<file path="src/rtl/midpoint_line_rasterizer_unit_assert.svh">
// assertion macros for the midpoint line rasterizer
// used by the top level only; expects clk and rst_n in scope
`ifndef MIDPOINT_LINE_RASTERIZER_UNIT_ASSERT_SVH
`define MIDPOINT_LINE_RASTERIZER_UNIT_ASSERT_SVH

`ifndef SYNTHESIS

`define MLR_ASSERT_SAME(lbl, ante, cons) \
  lbl: assert property (@(posedge clk) disable iff (!rst_n) (ante) |-> (cons)) \
    else $error("midpoint line rasterizer check failed");

`define MLR_ASSERT_NEXT(lbl, ante, cons) \
  lbl: assert property (@(posedge clk) disable iff (!rst_n) (ante) |=> (cons)) \
    else $error("midpoint line rasterizer check failed");

`else

`define MLR_ASSERT_SAME(lbl, ante, cons)

`define MLR_ASSERT_NEXT(lbl, ante, cons)

`endif

`endif

</file>
<file path="src/rtl/mlr_pkg.sv">
// shared types and constants for the midpoint line rasterizer
// no dependencies
package mlr_pkg;

  localparam int COORD_BITS_DEF = 10;
  localparam int COLOR_BITS     = 24;

  typedef enum logic {
    CMD_LOAD = 1'b0,
    CMD_STEP = 1'b1
  } cmd_t;

  // shallow: x is the major axis, steep: y is the major axis
  typedef enum logic [1:0] {
    MODE_SHALLOW_UP   = 2'd0,
    MODE_STEEP_UP     = 2'd1,
    MODE_SHALLOW_DOWN = 2'd2,
    MODE_STEEP_DOWN   = 2'd3
  } mode_t;

endpackage

</file>
<file path="src/rtl/mlr_setup.sv">
// line setup: endpoint ordering, deltas, octant choice and initial decision term
// depends on mlr_pkg
module mlr_setup #(
  parameter int COORD_BITS = mlr_pkg::COORD_BITS_DEF
) (
  input  logic [COORD_BITS-1:0]        xa,
  input  logic [COORD_BITS-1:0]        ya,
  input  logic [COORD_BITS-1:0]        xb,
  input  logic [COORD_BITS-1:0]        yb,
  output logic [COORD_BITS-1:0]        x0,
  output logic [COORD_BITS-1:0]        y0,
  output logic [COORD_BITS-1:0]        x1,
  output logic [COORD_BITS-1:0]        y1,
  output logic [COORD_BITS:0]          dx,
  output logic signed [COORD_BITS:0]   dy,
  output mlr_pkg::mode_t               mode,
  output logic signed [COORD_BITS+2:0] dec
);
  import mlr_pkg::*;

  localparam int DW = COORD_BITS + 3;

  logic                 swap;
  logic signed [DW-1:0] dx_w;
  logic signed [DW-1:0] dy_w;

  always_comb begin
    // equal columns swap too
    swap = !(xb > xa);
    x0   = swap ? xb : xa;
    y0   = swap ? yb : ya;
    x1   = swap ? xa : xb;
    y1   = swap ? ya : yb;
    dx   = {1'b0, x1} - {1'b0, x0};
    dy   = $signed({1'b0, y1}) - $signed({1'b0, y0});
    dx_w = $signed({2'b00, dx});
    dy_w = $signed({{2{dy[COORD_BITS]}}, dy});
    if (dy_w >= 0 && dy_w <= dx_w) begin
      mode = MODE_SHALLOW_UP;
      dec  = (dy_w <<< 1) - dx_w;
    end else if (dy_w > dx_w) begin
      mode = MODE_STEEP_UP;
      dec  = dy_w - (dx_w <<< 1);
    end else if (dy_w >= -dx_w) begin
      mode = MODE_SHALLOW_DOWN;
      dec  = (dy_w <<< 1) + dx_w;
    end else begin
      mode = MODE_STEEP_DOWN;
      dec  = dy_w + (dx_w <<< 1);
    end
  end

endmodule

</file>
<file path="src/rtl/mlr_step.sv">
// one rasterizer step: end test, next pixel and next decision term
// depends on mlr_pkg
module mlr_step #(
  parameter int COORD_BITS = mlr_pkg::COORD_BITS_DEF
) (
  input  logic [COORD_BITS-1:0]        cur_x,
  input  logic [COORD_BITS-1:0]        cur_y,
  input  logic [COORD_BITS-1:0]        stop_x,
  input  logic [COORD_BITS-1:0]        stop_y,
  input  logic [COORD_BITS:0]          dx,
  input  logic signed [COORD_BITS:0]   dy,
  input  mlr_pkg::mode_t               mode,
  input  logic signed [COORD_BITS+2:0] dec,
  output logic [COORD_BITS-1:0]        nxt_x,
  output logic [COORD_BITS-1:0]        nxt_y,
  output logic signed [COORD_BITS+2:0] nxt_dec,
  output logic                         last
);
  import mlr_pkg::*;

  localparam int DW = COORD_BITS + 3;
  localparam logic [COORD_BITS-1:0] ONE = COORD_BITS'(1);

  logic signed [DW-1:0] two_dx;
  logic signed [DW-1:0] two_dy;

  always_comb begin
    two_dx  = $signed({1'b0, dx, 1'b0});
    two_dy  = $signed({dy[COORD_BITS], dy, 1'b0});
    nxt_x   = cur_x;
    nxt_y   = cur_y;
    nxt_dec = dec;
    case (mode)
      MODE_SHALLOW_UP: begin
        last  = (cur_x == stop_x);
        nxt_x = cur_x + ONE;
        if (dec > 0) begin
          nxt_y   = cur_y + ONE;
          nxt_dec = dec + two_dy - two_dx;
        end else begin
          nxt_dec = dec + two_dy;
        end
      end
      MODE_STEEP_UP: begin
        last  = (cur_y == stop_y);
        nxt_y = cur_y + ONE;
        if (dec < 0) begin
          nxt_x   = cur_x + ONE;
          nxt_dec = dec + two_dy - two_dx;
        end else begin
          nxt_dec = dec - two_dx;
        end
      end
      MODE_SHALLOW_DOWN: begin
        last  = (cur_x == stop_x);
        nxt_x = cur_x + ONE;
        if (dec < 0) begin
          nxt_y   = cur_y - ONE;
          nxt_dec = dec + two_dy + two_dx;
        end else begin
          nxt_dec = dec + two_dy;
        end
      end
      default: begin
        last  = (cur_y == stop_y);
        nxt_y = cur_y - ONE;
        if (dec > 0) begin
          nxt_x   = cur_x + ONE;
          nxt_dec = dec + two_dy + two_dx;
        end else begin
          nxt_dec = dec + two_dx;
        end
      end
    endcase
  end

endmodule

</file>
<file path="src/rtl/midpoint_line_rasterizer_unit.sv">
// top level of the midpoint line rasterizer: input register, line state, result register
// depends on mlr_pkg, mlr_setup, mlr_step and midpoint_line_rasterizer_unit_assert.svh
//
// Takes one transaction per clock cycle while the output is not stalled. A load transaction
// sets up a new line (dropping any active one) and gives no pixel; each step transaction
// gives the next pixel of the active line, or nothing once its last pixel has gone out.
// A transaction is held in the input register, then the line setup or the add-and-compare
// step logic updates the line state and fills the result register, so the pixel of a step
// goes through the input register and then the result register to the output. out_stall
// reaches in_stall combinationally through the input register's advance condition.
`include "midpoint_line_rasterizer_unit_assert.svh"

module midpoint_line_rasterizer_unit #(
  parameter int COORD_BITS = mlr_pkg::COORD_BITS_DEF
) (
  input  logic                           clk,
  input  logic                           rst_n,
  input  logic                           in_valid,
  output logic                           in_stall,
  input  logic                           in_command,
  input  logic [COORD_BITS-1:0]          in_x_start,
  input  logic [COORD_BITS-1:0]          in_y_start,
  input  logic [COORD_BITS-1:0]          in_x_end,
  input  logic [COORD_BITS-1:0]          in_y_end,
  input  logic [mlr_pkg::COLOR_BITS-1:0] in_line_color,
  output logic                           out_valid,
  input  logic                           out_stall,
  output logic [COORD_BITS-1:0]          out_pixel_x,
  output logic [COORD_BITS-1:0]          out_pixel_y,
  output logic [mlr_pkg::COLOR_BITS-1:0] out_pixel_color,
  output logic                           out_last_pixel
);
  import mlr_pkg::*;

  localparam int DW = COORD_BITS + 3;

  // input register
  logic                  s0_valid_r;
  cmd_t                  s0_cmd_r;
  logic [COORD_BITS-1:0] s0_xa_r, s0_ya_r, s0_xb_r, s0_yb_r;
  logic [COLOR_BITS-1:0] s0_color_r;

  // line state
  logic                   busy_r;
  logic [COORD_BITS-1:0]  cur_x_r, cur_y_r, stop_x_r, stop_y_r;
  logic [COORD_BITS:0]    dx_r;
  logic signed [COORD_BITS:0] dy_r;
  logic signed [DW-1:0]   dec_r;
  mode_t                  mode_r;
  logic [COLOR_BITS-1:0]  color_r;

  // result register
  logic                  out_valid_r;
  logic [COORD_BITS-1:0] out_x_r, out_y_r;
  logic [COLOR_BITS-1:0] out_color_r;
  logic                  out_last_r;

  logic advance;
  logic in_take;
  logic emit;

  logic [COORD_BITS-1:0]      su_x0, su_y0, su_x1, su_y1;
  logic [COORD_BITS:0]        su_dx;
  logic signed [COORD_BITS:0] su_dy;
  mode_t                      su_mode;
  logic signed [DW-1:0]       su_dec;

  logic [COORD_BITS-1:0] st_x, st_y;
  logic signed [DW-1:0]  st_dec;
  logic                  st_last;

  mlr_setup #(.COORD_BITS(COORD_BITS)) u_setup (
    .xa   (s0_xa_r),
    .ya   (s0_ya_r),
    .xb   (s0_xb_r),
    .yb   (s0_yb_r),
    .x0   (su_x0),
    .y0   (su_y0),
    .x1   (su_x1),
    .y1   (su_y1),
    .dx   (su_dx),
    .dy   (su_dy),
    .mode (su_mode),
    .dec  (su_dec)
  );

  mlr_step #(.COORD_BITS(COORD_BITS)) u_step (
    .cur_x   (cur_x_r),
    .cur_y   (cur_y_r),
    .stop_x  (stop_x_r),
    .stop_y  (stop_y_r),
    .dx      (dx_r),
    .dy      (dy_r),
    .mode    (mode_r),
    .dec     (dec_r),
    .nxt_x   (st_x),
    .nxt_y   (st_y),
    .nxt_dec (st_dec),
    .last    (st_last)
  );

  always_comb begin
    advance  = s0_valid_r && (!out_valid_r || !out_stall);
    in_stall = s0_valid_r && !advance;
    in_take  = in_valid && !in_stall;
    emit     = advance && (s0_cmd_r == CMD_STEP) && busy_r;
  end

  always_ff @(posedge clk) begin
    if (!rst_n) begin
      s0_valid_r  <= 1'b0;
      busy_r      <= 1'b0;
      out_valid_r <= 1'b0;
    end else begin
      if (in_take) begin
        s0_valid_r <= 1'b1;
      end else if (advance) begin
        s0_valid_r <= 1'b0;
      end

      if (advance && s0_cmd_r == CMD_LOAD) begin
        busy_r <= 1'b1;
      end else if (emit && st_last) begin
        busy_r <= 1'b0;
      end

      if (emit) begin
        out_valid_r <= 1'b1;
      end else if (!out_stall) begin
        out_valid_r <= 1'b0;
      end
    end

    if (in_take) begin
      s0_cmd_r   <= cmd_t'(in_command);
      s0_xa_r    <= in_x_start;
      s0_ya_r    <= in_y_start;
      s0_xb_r    <= in_x_end;
      s0_yb_r    <= in_y_end;
      s0_color_r <= in_line_color;
    end

    if (advance && s0_cmd_r == CMD_LOAD) begin
      cur_x_r  <= su_x0;
      cur_y_r  <= su_y0;
      stop_x_r <= su_x1;
      stop_y_r <= su_y1;
      dx_r     <= su_dx;
      dy_r     <= su_dy;
      mode_r   <= su_mode;
      dec_r    <= su_dec;
      color_r  <= s0_color_r;
    end else if (emit && !st_last) begin
      cur_x_r <= st_x;
      cur_y_r <= st_y;
      dec_r   <= st_dec;
    end

    if (emit) begin
      out_x_r     <= cur_x_r;
      out_y_r     <= cur_y_r;
      out_color_r <= color_r;
      out_last_r  <= st_last;
    end
  end

  assign out_valid       = out_valid_r;
  assign out_pixel_x     = out_x_r;
  assign out_pixel_y     = out_y_r;
  assign out_pixel_color = out_color_r;
  assign out_last_pixel  = out_last_r;

  // the final pixel ends the line
  `MLR_ASSERT_NEXT(a_last_ends_line, emit && st_last, !busy_r)
  // a load always leaves an active line
  `MLR_ASSERT_NEXT(a_load_arms_line, advance && s0_cmd_r == CMD_LOAD, busy_r)
  // a transaction that gives no pixel leaves the result register empty
  `MLR_ASSERT_NEXT(a_no_phantom_pixel, advance && !emit, !out_valid)
  // the input side stalls only while its register holds a transaction
  `MLR_ASSERT_SAME(a_stall_needs_item, in_stall, s0_valid_r && out_valid_r)

endmodule
</file>
<file path="config.mk">
export PLATFORM = sky130hd
export DESIGN_NAME = midpoint_line_rasterizer_unit
export DESIGN_NICKNAME = d
export VERILOG_FILES = /design/src/rtl/mlr_pkg.sv /design/src/rtl/mlr_setup.sv /design/src/rtl/mlr_step.sv /design/src/rtl/midpoint_line_rasterizer_unit.sv
export VERILOG_INCLUDE_DIRS = /design/src /design/src/rtl
export SDC_FILE = /design/constraint.sdc
export NUM_CORES = 1
export LEC_CHECK = 0
export BUFFER_PORTS_ARGS = -buffer_cell sky130_fd_sc_hd__buf_2
export CORE_MARGIN = 3
export CORE_UTILIZATION = 50
export CTS_CLUSTER_SIZE = 10
export DETAILED_ROUTE_END_ITERATION = 10
export PLACE_DENSITY = 0.68
export SLEW_MARGIN = 20
export SYNTH_ARGS = -nofsm -noshare
export SYNTH_HDL_FRONTEND = slang
export SYNTH_HIERARCHICAL = 1
export SYNTH_SLANG_ARGS = --single-unit
</file>
<file path="constraint.sdc">
create_clock -name clk -period 14.8 [get_ports clk]
set_input_delay 0.74 -clock clk [delete_from_list [all_inputs] [get_ports clk]]
set_output_delay 0.74 -clock clk [all_outputs]
set_load 0.05 [all_outputs]
</file>
Yosys cells after proc, flatten, opt, wreduce, memory -nomap -nowiden
Index checks and enable logic that the tools add are counted.
{ "word_totals": {"reg_bits": 214, "input_bits": 69, "out_inout_bits": 47, "elab_cells": 111} }
{ "op_classes": {"add_sub_neg": 15, "order_cmp": 7, "n_eq_ne": 8, "n_mux": 33, "bitwise_logic": 1, "reduce_logical": 24} }
{ "op_table": {"columns": ["op", "count"], "rows": [
  ["$mux 10", 12],
  ["$mux 13", 9],
  ["$pmux 13 s3", 1],
  ["$pmux 10 s3", 1],
  ["$add 13x13->13", 2],
  ["$sub 13x13->13", 2],
  ["$sub 10x10->11", 2],
  ["$add 10x1->10 const B", 2],
  ["$eq 10x10->1", 2],
  ["$pmux 10 s2", 1],
  ["$add 11x13->13", 1],
  ["$add 12x12->13", 1],
  ["$add 13x12->13", 1],
  ["$ge 11x13->1", 1],
  ["$gt 13x1->1 const B", 1],
  ["$lt 13x1->1 const B", 1],
  ["$neg 11->13", 1],
  ["$sub 11x13->13", 1],
  ["$sub 12x12->13", 1],
  ["$gt 11x12->1", 1],
  ["$le 11x12->1", 1],
  ["$ge 11x1->1 const B", 1],
  ["$gt 10x10->1", 1],
  ["$sub 10x1->10 const B", 1],
  ["14 further kinds", 40]
]} }

Logic depth before layout (Yosys ltp)
{ "depth": {"depth_word": 9, "mapped_depth": 33, "depth_no_buf": 28} }

Cells and area by module
Netlist, hierarchy kept.
{ "modules_own_cells": {"columns": ["mod", "n_inst", "cells_each", "area_each_um2", "seq_area_each_um2"], "rows": [
  ["midpoint_line_rasterizer_unit", 1, 265, 7043.0, 6396.1],
  ["mlr_setup", 1, 742, 4954.8, 0.0],
  ["mlr_step", 1, 573, 3910.0, 0.0]
]} }

Least setup slack after synthesis
OpenSTA, ideal clock, no wires.
{ "synth_timing": {"path_kind": "register to register", "from": "reg s0_xb_r[6]", "to": "reg dec_r[6] (data pin)", "setup_ns": 0.260, "arrival_time_ns": 6.209, "t_required_ns": 14.540, "path_slack_ns": 8.331, "stages_incl_launch_ff": 30, "n_path_buf": 5, "period_less_slack_ns": 6.469, "cell_sequence": "edfxtp_1 -> ha_1 -> nand4_2 -> a2111oi_4 -> a211o_1 -> buf_2 -> buf_2 -> nand2_1 -> clkbuf_1 -> nor2_1 -> a21oi_1 -> ha_1 -> nor3_1 -> xor2_1 -> nand3_1 -> or3_1 -> nand4bb_1 -> xnor2_1 -> ha_1 -> nand3_1 -> o22ai_1 -> nor4b_1 -> nand3_1 -> o21ai_0 -> clkbuf_1 -> clkbuf_1 -> o211ai_1 -> o311ai_1 -> nor3_1 -> mux2_4"} }
{ "synth_between": {"elab_chain_len": 9, "word_cells_on_any_way": 21, "cone_classes": "add/sub: 7; order compare: 5; mux: 8; reduce/logical: 1"} }
{ "synth_lines": {"columns": ["item", "line", "rtl"], "rows": [
  ["from (decl)", "midpoint_line_rasterizer_unit.sv:40", "logic [COORD_BITS-1:0] s0_xa_r, s0_ya_r, s0_xb_r, s0_yb_r;"],
  ["from (signal assigned)", "midpoint_line_rasterizer_unit.sv:138", "s0_xb_r <= in_x_end;"],
  ["$gt 10x10->1", "mlr_setup.sv:29", "swap = !(xb > xa);"],
  ["$mux 10, on equally long branches", "mlr_setup.sv:32, mlr_setup.sv:30", null],
  ["$sub 10x10->11", "mlr_setup.sv:34", "dx = {1'b0, x1} - {1'b0, x0};"],
  ["$neg 11->13", "mlr_setup.sv:44", "end else if (dy_w >= -dx_w) begin"],
  ["$ge 11x13->1", "mlr_setup.sv:44", null],
  ["$mux 13", "mlr_setup.sv:44", null],
  ["$mux 13", "mlr_setup.sv:41", "end else if (dy_w > dx_w) begin"],
  ["$mux 13 *", "mlr_setup.sv:38", "if (dy_w >= 0 && dy_w <= dx_w) begin"],
  ["named net su_dec[6]", "midpoint_line_rasterizer_unit.sv:66", "logic signed [DW-1:0] su_dec;"],
  ["$mux 13 *", "midpoint_line_rasterizer_unit.sv:143", "if (advance && s0_cmd_r == CMD_LOAD) begin"],
  ["to (signal assigned)", "midpoint_line_rasterizer_unit.sv:151", "dec_r <= su_dec;"],
  ["to (signal assigned)", "midpoint_line_rasterizer_unit.sv:156", "dec_r <= st_dec;"],
  ["to (decl)", "midpoint_line_rasterizer_unit.sv:48", "logic signed [DW-1:0] dec_r;"]
]} }
The timed path passes the listed nets; every way through them passes the cells marked *.
A chain may end at the register's enable or synchronous reset.

Final worst setup path
{ "layout_timing": {"from": "reg s0_xb_r[7]", "to": "reg dec_r[5] (data pin)"} }
{ "layout_between": {"word_cells_on_any_way": 21, "cone_classes": "add/sub: 7; order compare: 5; mux: 8; reduce/logical: 1"} }
{ "layout_rtl": {"columns": ["item", "line", "rtl"], "rows": [
  ["$gt 10x10->1 *", "mlr_setup.sv:29", null],
  ["$mux 10, on equally long branches", "mlr_setup.sv:33, mlr_setup.sv:31", null],
  ["$sub 10x10->11 *", "mlr_setup.sv:35", "dy = $signed({1'b0, y1}) - $signed({1'b0, y0});"],
  ["named net su_dy[4]", "midpoint_line_rasterizer_unit.sv:64", "logic signed [COORD_BITS:0] su_dy;"],
  ["$add 11x13->13, or another cell as far along", "mlr_setup.sv:49", "dec = dy_w + (dx_w <<< 1);"],
  ["$mux 13", "mlr_setup.sv:44", null],
  ["$mux 13", "mlr_setup.sv:41", null],
  ["$mux 13 *", "mlr_setup.sv:38", null],
  ["named net su_dec[5]", "midpoint_line_rasterizer_unit.sv:66", null],
  ["$mux 13 *", "midpoint_line_rasterizer_unit.sv:143", null]
]} }
Marks and branches as above.

==> summary.txt <==
Logic synthesis
  • Post-Syn Area: about 0.016 mm²
  • Share of the synthesized area in the top cell type: 0.398
  • Most common flop cell mapped by yosys: edfxtp_1
  • Synth area leader: edfxtp_1
  • #FFs+latches synth: ~210
  • Unique masters post-synth: 98
  • Asr flop ratio synth: 0
  • Syn Nets: 1796
  • YS warnings: 6
  • Mapped Avg Cell Area: ~10 µm²
  • Post-synth EDFFs: 211
  • Seq/Total Area, Yosys: 0.402
  • Top cells by area, synth: edfxtp_1 (40%), ha_1 (11%), a21oi_1 (3.5%)
  • Cells after synthesis: 1580

Placed design
  • GPL Wtd Cong: around 0.91
  • Port bufs: approximately 120
  • Detailed Place HPWL: 30600 µm

CTS
  • Clock Latency Late Sink: ~520 ps
  • CTS resizes: 0
  • Root Driver: clkbuf_16
  • H-tree depth: 1
  • Post-CTS Setup Bufs: 0
  • Clock slew at reported path FFs: about 60 ps
  • CTS Buf Count: 26
  • TritonCTS clock tree: built
  • Clock sink count: about 210
  • # hold bufs at CTS: 0
  • Max Buffers Root-to-Sink: 3

Setup path
  • FF-to-FF Start: s0_xb_r[7]
  • Critical Path RT: 15190 ps
  • Slowest-stage cell, CP: o211ai_1
  • Reg2reg path depth: 25
  • Crit. End Element: flop
  • Worst path arrival time: between 8000 and 9000 ps
  • R2r endpoint: dec_r[5]
  • CP max stage delay: 850 ps
  • Worst path depth: 25
  • Crit Path Class: flop to flop
  • Critical path's top delay family: compound AO/OA/AOI/OAI gates
  • CP Max Fanout: 17
  • Worst path bufs/invs: 0
  • Worst R2R Setup Slack: 7170 ps
  • Startpoint Class: flop

Pwr
  • Pint: 0.00144 W
  • Clock share of power: 0.243
  • Switch Pwr: 0.000836 W
  • Combinational power share: 0.435
  • PwrDens: around 130 mW/mm²
  • Static leakage: 6.94 nW
  • Power Total: 0.00228 W
  • Peak VDD IR: between 0.09 and 0.1 mV
  • Sequential share of power: 0.321
  • Sw Share: 0.367

Drt
  • Drt wl/cell: 19.4 µm
  • Total Wirelength: 40400 µm
  • DRT antenna net count: 0
  • Met2 WL: approximately 19000 µm
  • DR vias/cell: 6.03
  • Metal3 WL: 2830 µm
  • Met1 wire length: 18100 µm
  • Top sig layer: met4
  • TritonRoute pass-1 iters: 5
  • Drt drc: 0
  • Initial DRC count: about 1200
  • Vias: 12559

STA
  • Fin crit period: ~7600 ps
  • Fmax: ~0.13 GHz
  • Setup violators final: 0
  • RSZ-0062 raised after global routing: false
  • Relative max-transition margin: 0.276
  • Max Clock Skew: just under 9 ps
  • Final slew viol count: 0
  • Period utilization: 0.516
  • Final hold violation count: 0
  • Sum Neg Setup Slack: 0 ps
  • Worst Tran Pin Value: 1080 ps

GRT
  • Initial antenna violation count: 0
  • Largest net degree at the start of global routing: 55
  • Gr ovfl total: 0
  • Tot GR Track Use: 0.228
  • First-pass GRT wire length: 62200 µm
  • Vias in the first global route: around 12000

Worst hold path
  • Hold Path Sink: s0_xa_r[4]
  • Hold Path Origin: in_x_start[4]
  • Worst Hold Path Cells: 1
  • Worst hold path type: primary input to flop

Final layout
  • Final Core Density: 0.566
  • Area grow syn2layout: 10.3%
  • Reg area: approximately 0.0064 mm²
  • # fillers: about 2700
  • Layout cell share with drive strength beyond 1: 0.147
  • Ant. Diodes: 0
  • Most frequent cells in the layout: edfxtp_1 (211), ha_1 (138), nand2_1 (123)
  • Multi-input gate area: 0.00883 mm²
  • Nets: 1888
  • Most common cell after layout, fill and taps aside: edfxtp_1

Die
  • Die Ht: roughly 180 µm
  • I/O pin count: 116
  • Die area: 0.0340 mm²
  • Die W: 184 µm
  • Starting Density: 0.513
  • Row Count: 64
  • CORE AREA: around 0.031 mm²

Flow run
  • Maxcap violations: 0

Outcome
  • Status: finished clean
## kinds of logic (layout without fill, tap and decap cells)
kind of cell | after synthesis | count (layout) | synth area share
and+or+nand+nor | 450 | 450 | 0.142
AOI/OAI and AO/OA | 444 | 444 | 0.189
DFF | 214 | 214 | 0.402
buffers and inverters | 169 | 275 | 0.0453
adders and majority gates | 155 | 155 | 0.125
xor gates and xnor gates | 102 | 102 | 0.0566
muxes | 46 | 46 | 0.0398
## cell type report
class / instances / area share
Tap cell: 396 / 0.0282
Multi-Input combinational cell: 1197 / 0.503
Clock inverter: 3 / 0.00185
Sequential cell: 214 / 0.365
Timing Repair Buffer: 132 / 0.0401
Clock buffer: 39 / 0.0404
Inverter: 101 / 0.0216
## routing by layer
metal,global-route usage,vias to the layer above
li1,-,6045
met1,0.332,6002
met2,0.369,455
met3,0.0270,57
met4,0.0463,0
met5,0,-
## through the flow
stage	cell area (µm²)	worst slack (ps)	cells	hold slack, ps
6_report	17500	7170	2082	392
5_1_grt	17500	6690	2082	369
4_1_cts	17500	7190	2082	366
3_5_place_dp	16800	7240	2040	405
3_3_place_gp	16800	7450	2040	400
2_1_floorplan	15900	8330	1580	400
## power by group through the flow
stage	registers [W]	logic (W)	clock network, W
CTS	0.000731	0.000976	0.000570
global placement	0.000742	0.000961	0
global route	0.000735	0.00109	0.000591
floorplan	0.000736	0.000743	0
finish	0.000731	0.000991	0.000554
detailed placement	0.000743	0.000972	0
## state kept, by name, indices dropped and copies added, names as in the netlist, 11 cells and up
signal / flops
dx_r: 11
out_pixel_color: 24
color_r: 24
s0_color_r: 24
dec_r: 13
dy_r: 11
## worst max path at each step
stage                     from       end  slack, ps
floorplan           s0_xb_r[6]  dec_r[6]       8330
global placement    s0_xb_r[7]  dec_r[5]       7450
detailed placement  s0_xb_r[7]  dec_r[5]       7240
CTS                 s0_xb_r[7]  dec_r[5]       7190
global route        s0_xb_r[5]  dec_r[5]       6690
finish              s0_xb_r[7]  dec_r[5]       7170
## cells in the mapped netlist (all sizes together) (8+ instances only)
cell type  count
edfxtp       211
ha           138
nand2        124
a21oi        113
inv          101
o21ai        101
nor2          99
xnor2         63
clkbuf        47
nand3         39
xor2          39
nor3          36
mux2          34
nor2b         32
nand2b        29
o21bai        25
buf           21
a211oi        19
or3           19
a21o          18
o211ai        17
and3          15
o22ai         14
a31oi         13
and2          12
o21a          12
nor4          11
mux2i         10
nand4         10
o221ai        10
or4           10
a221oi         9
fa             9
maj3           8
(Power assumes the default switching activity.)
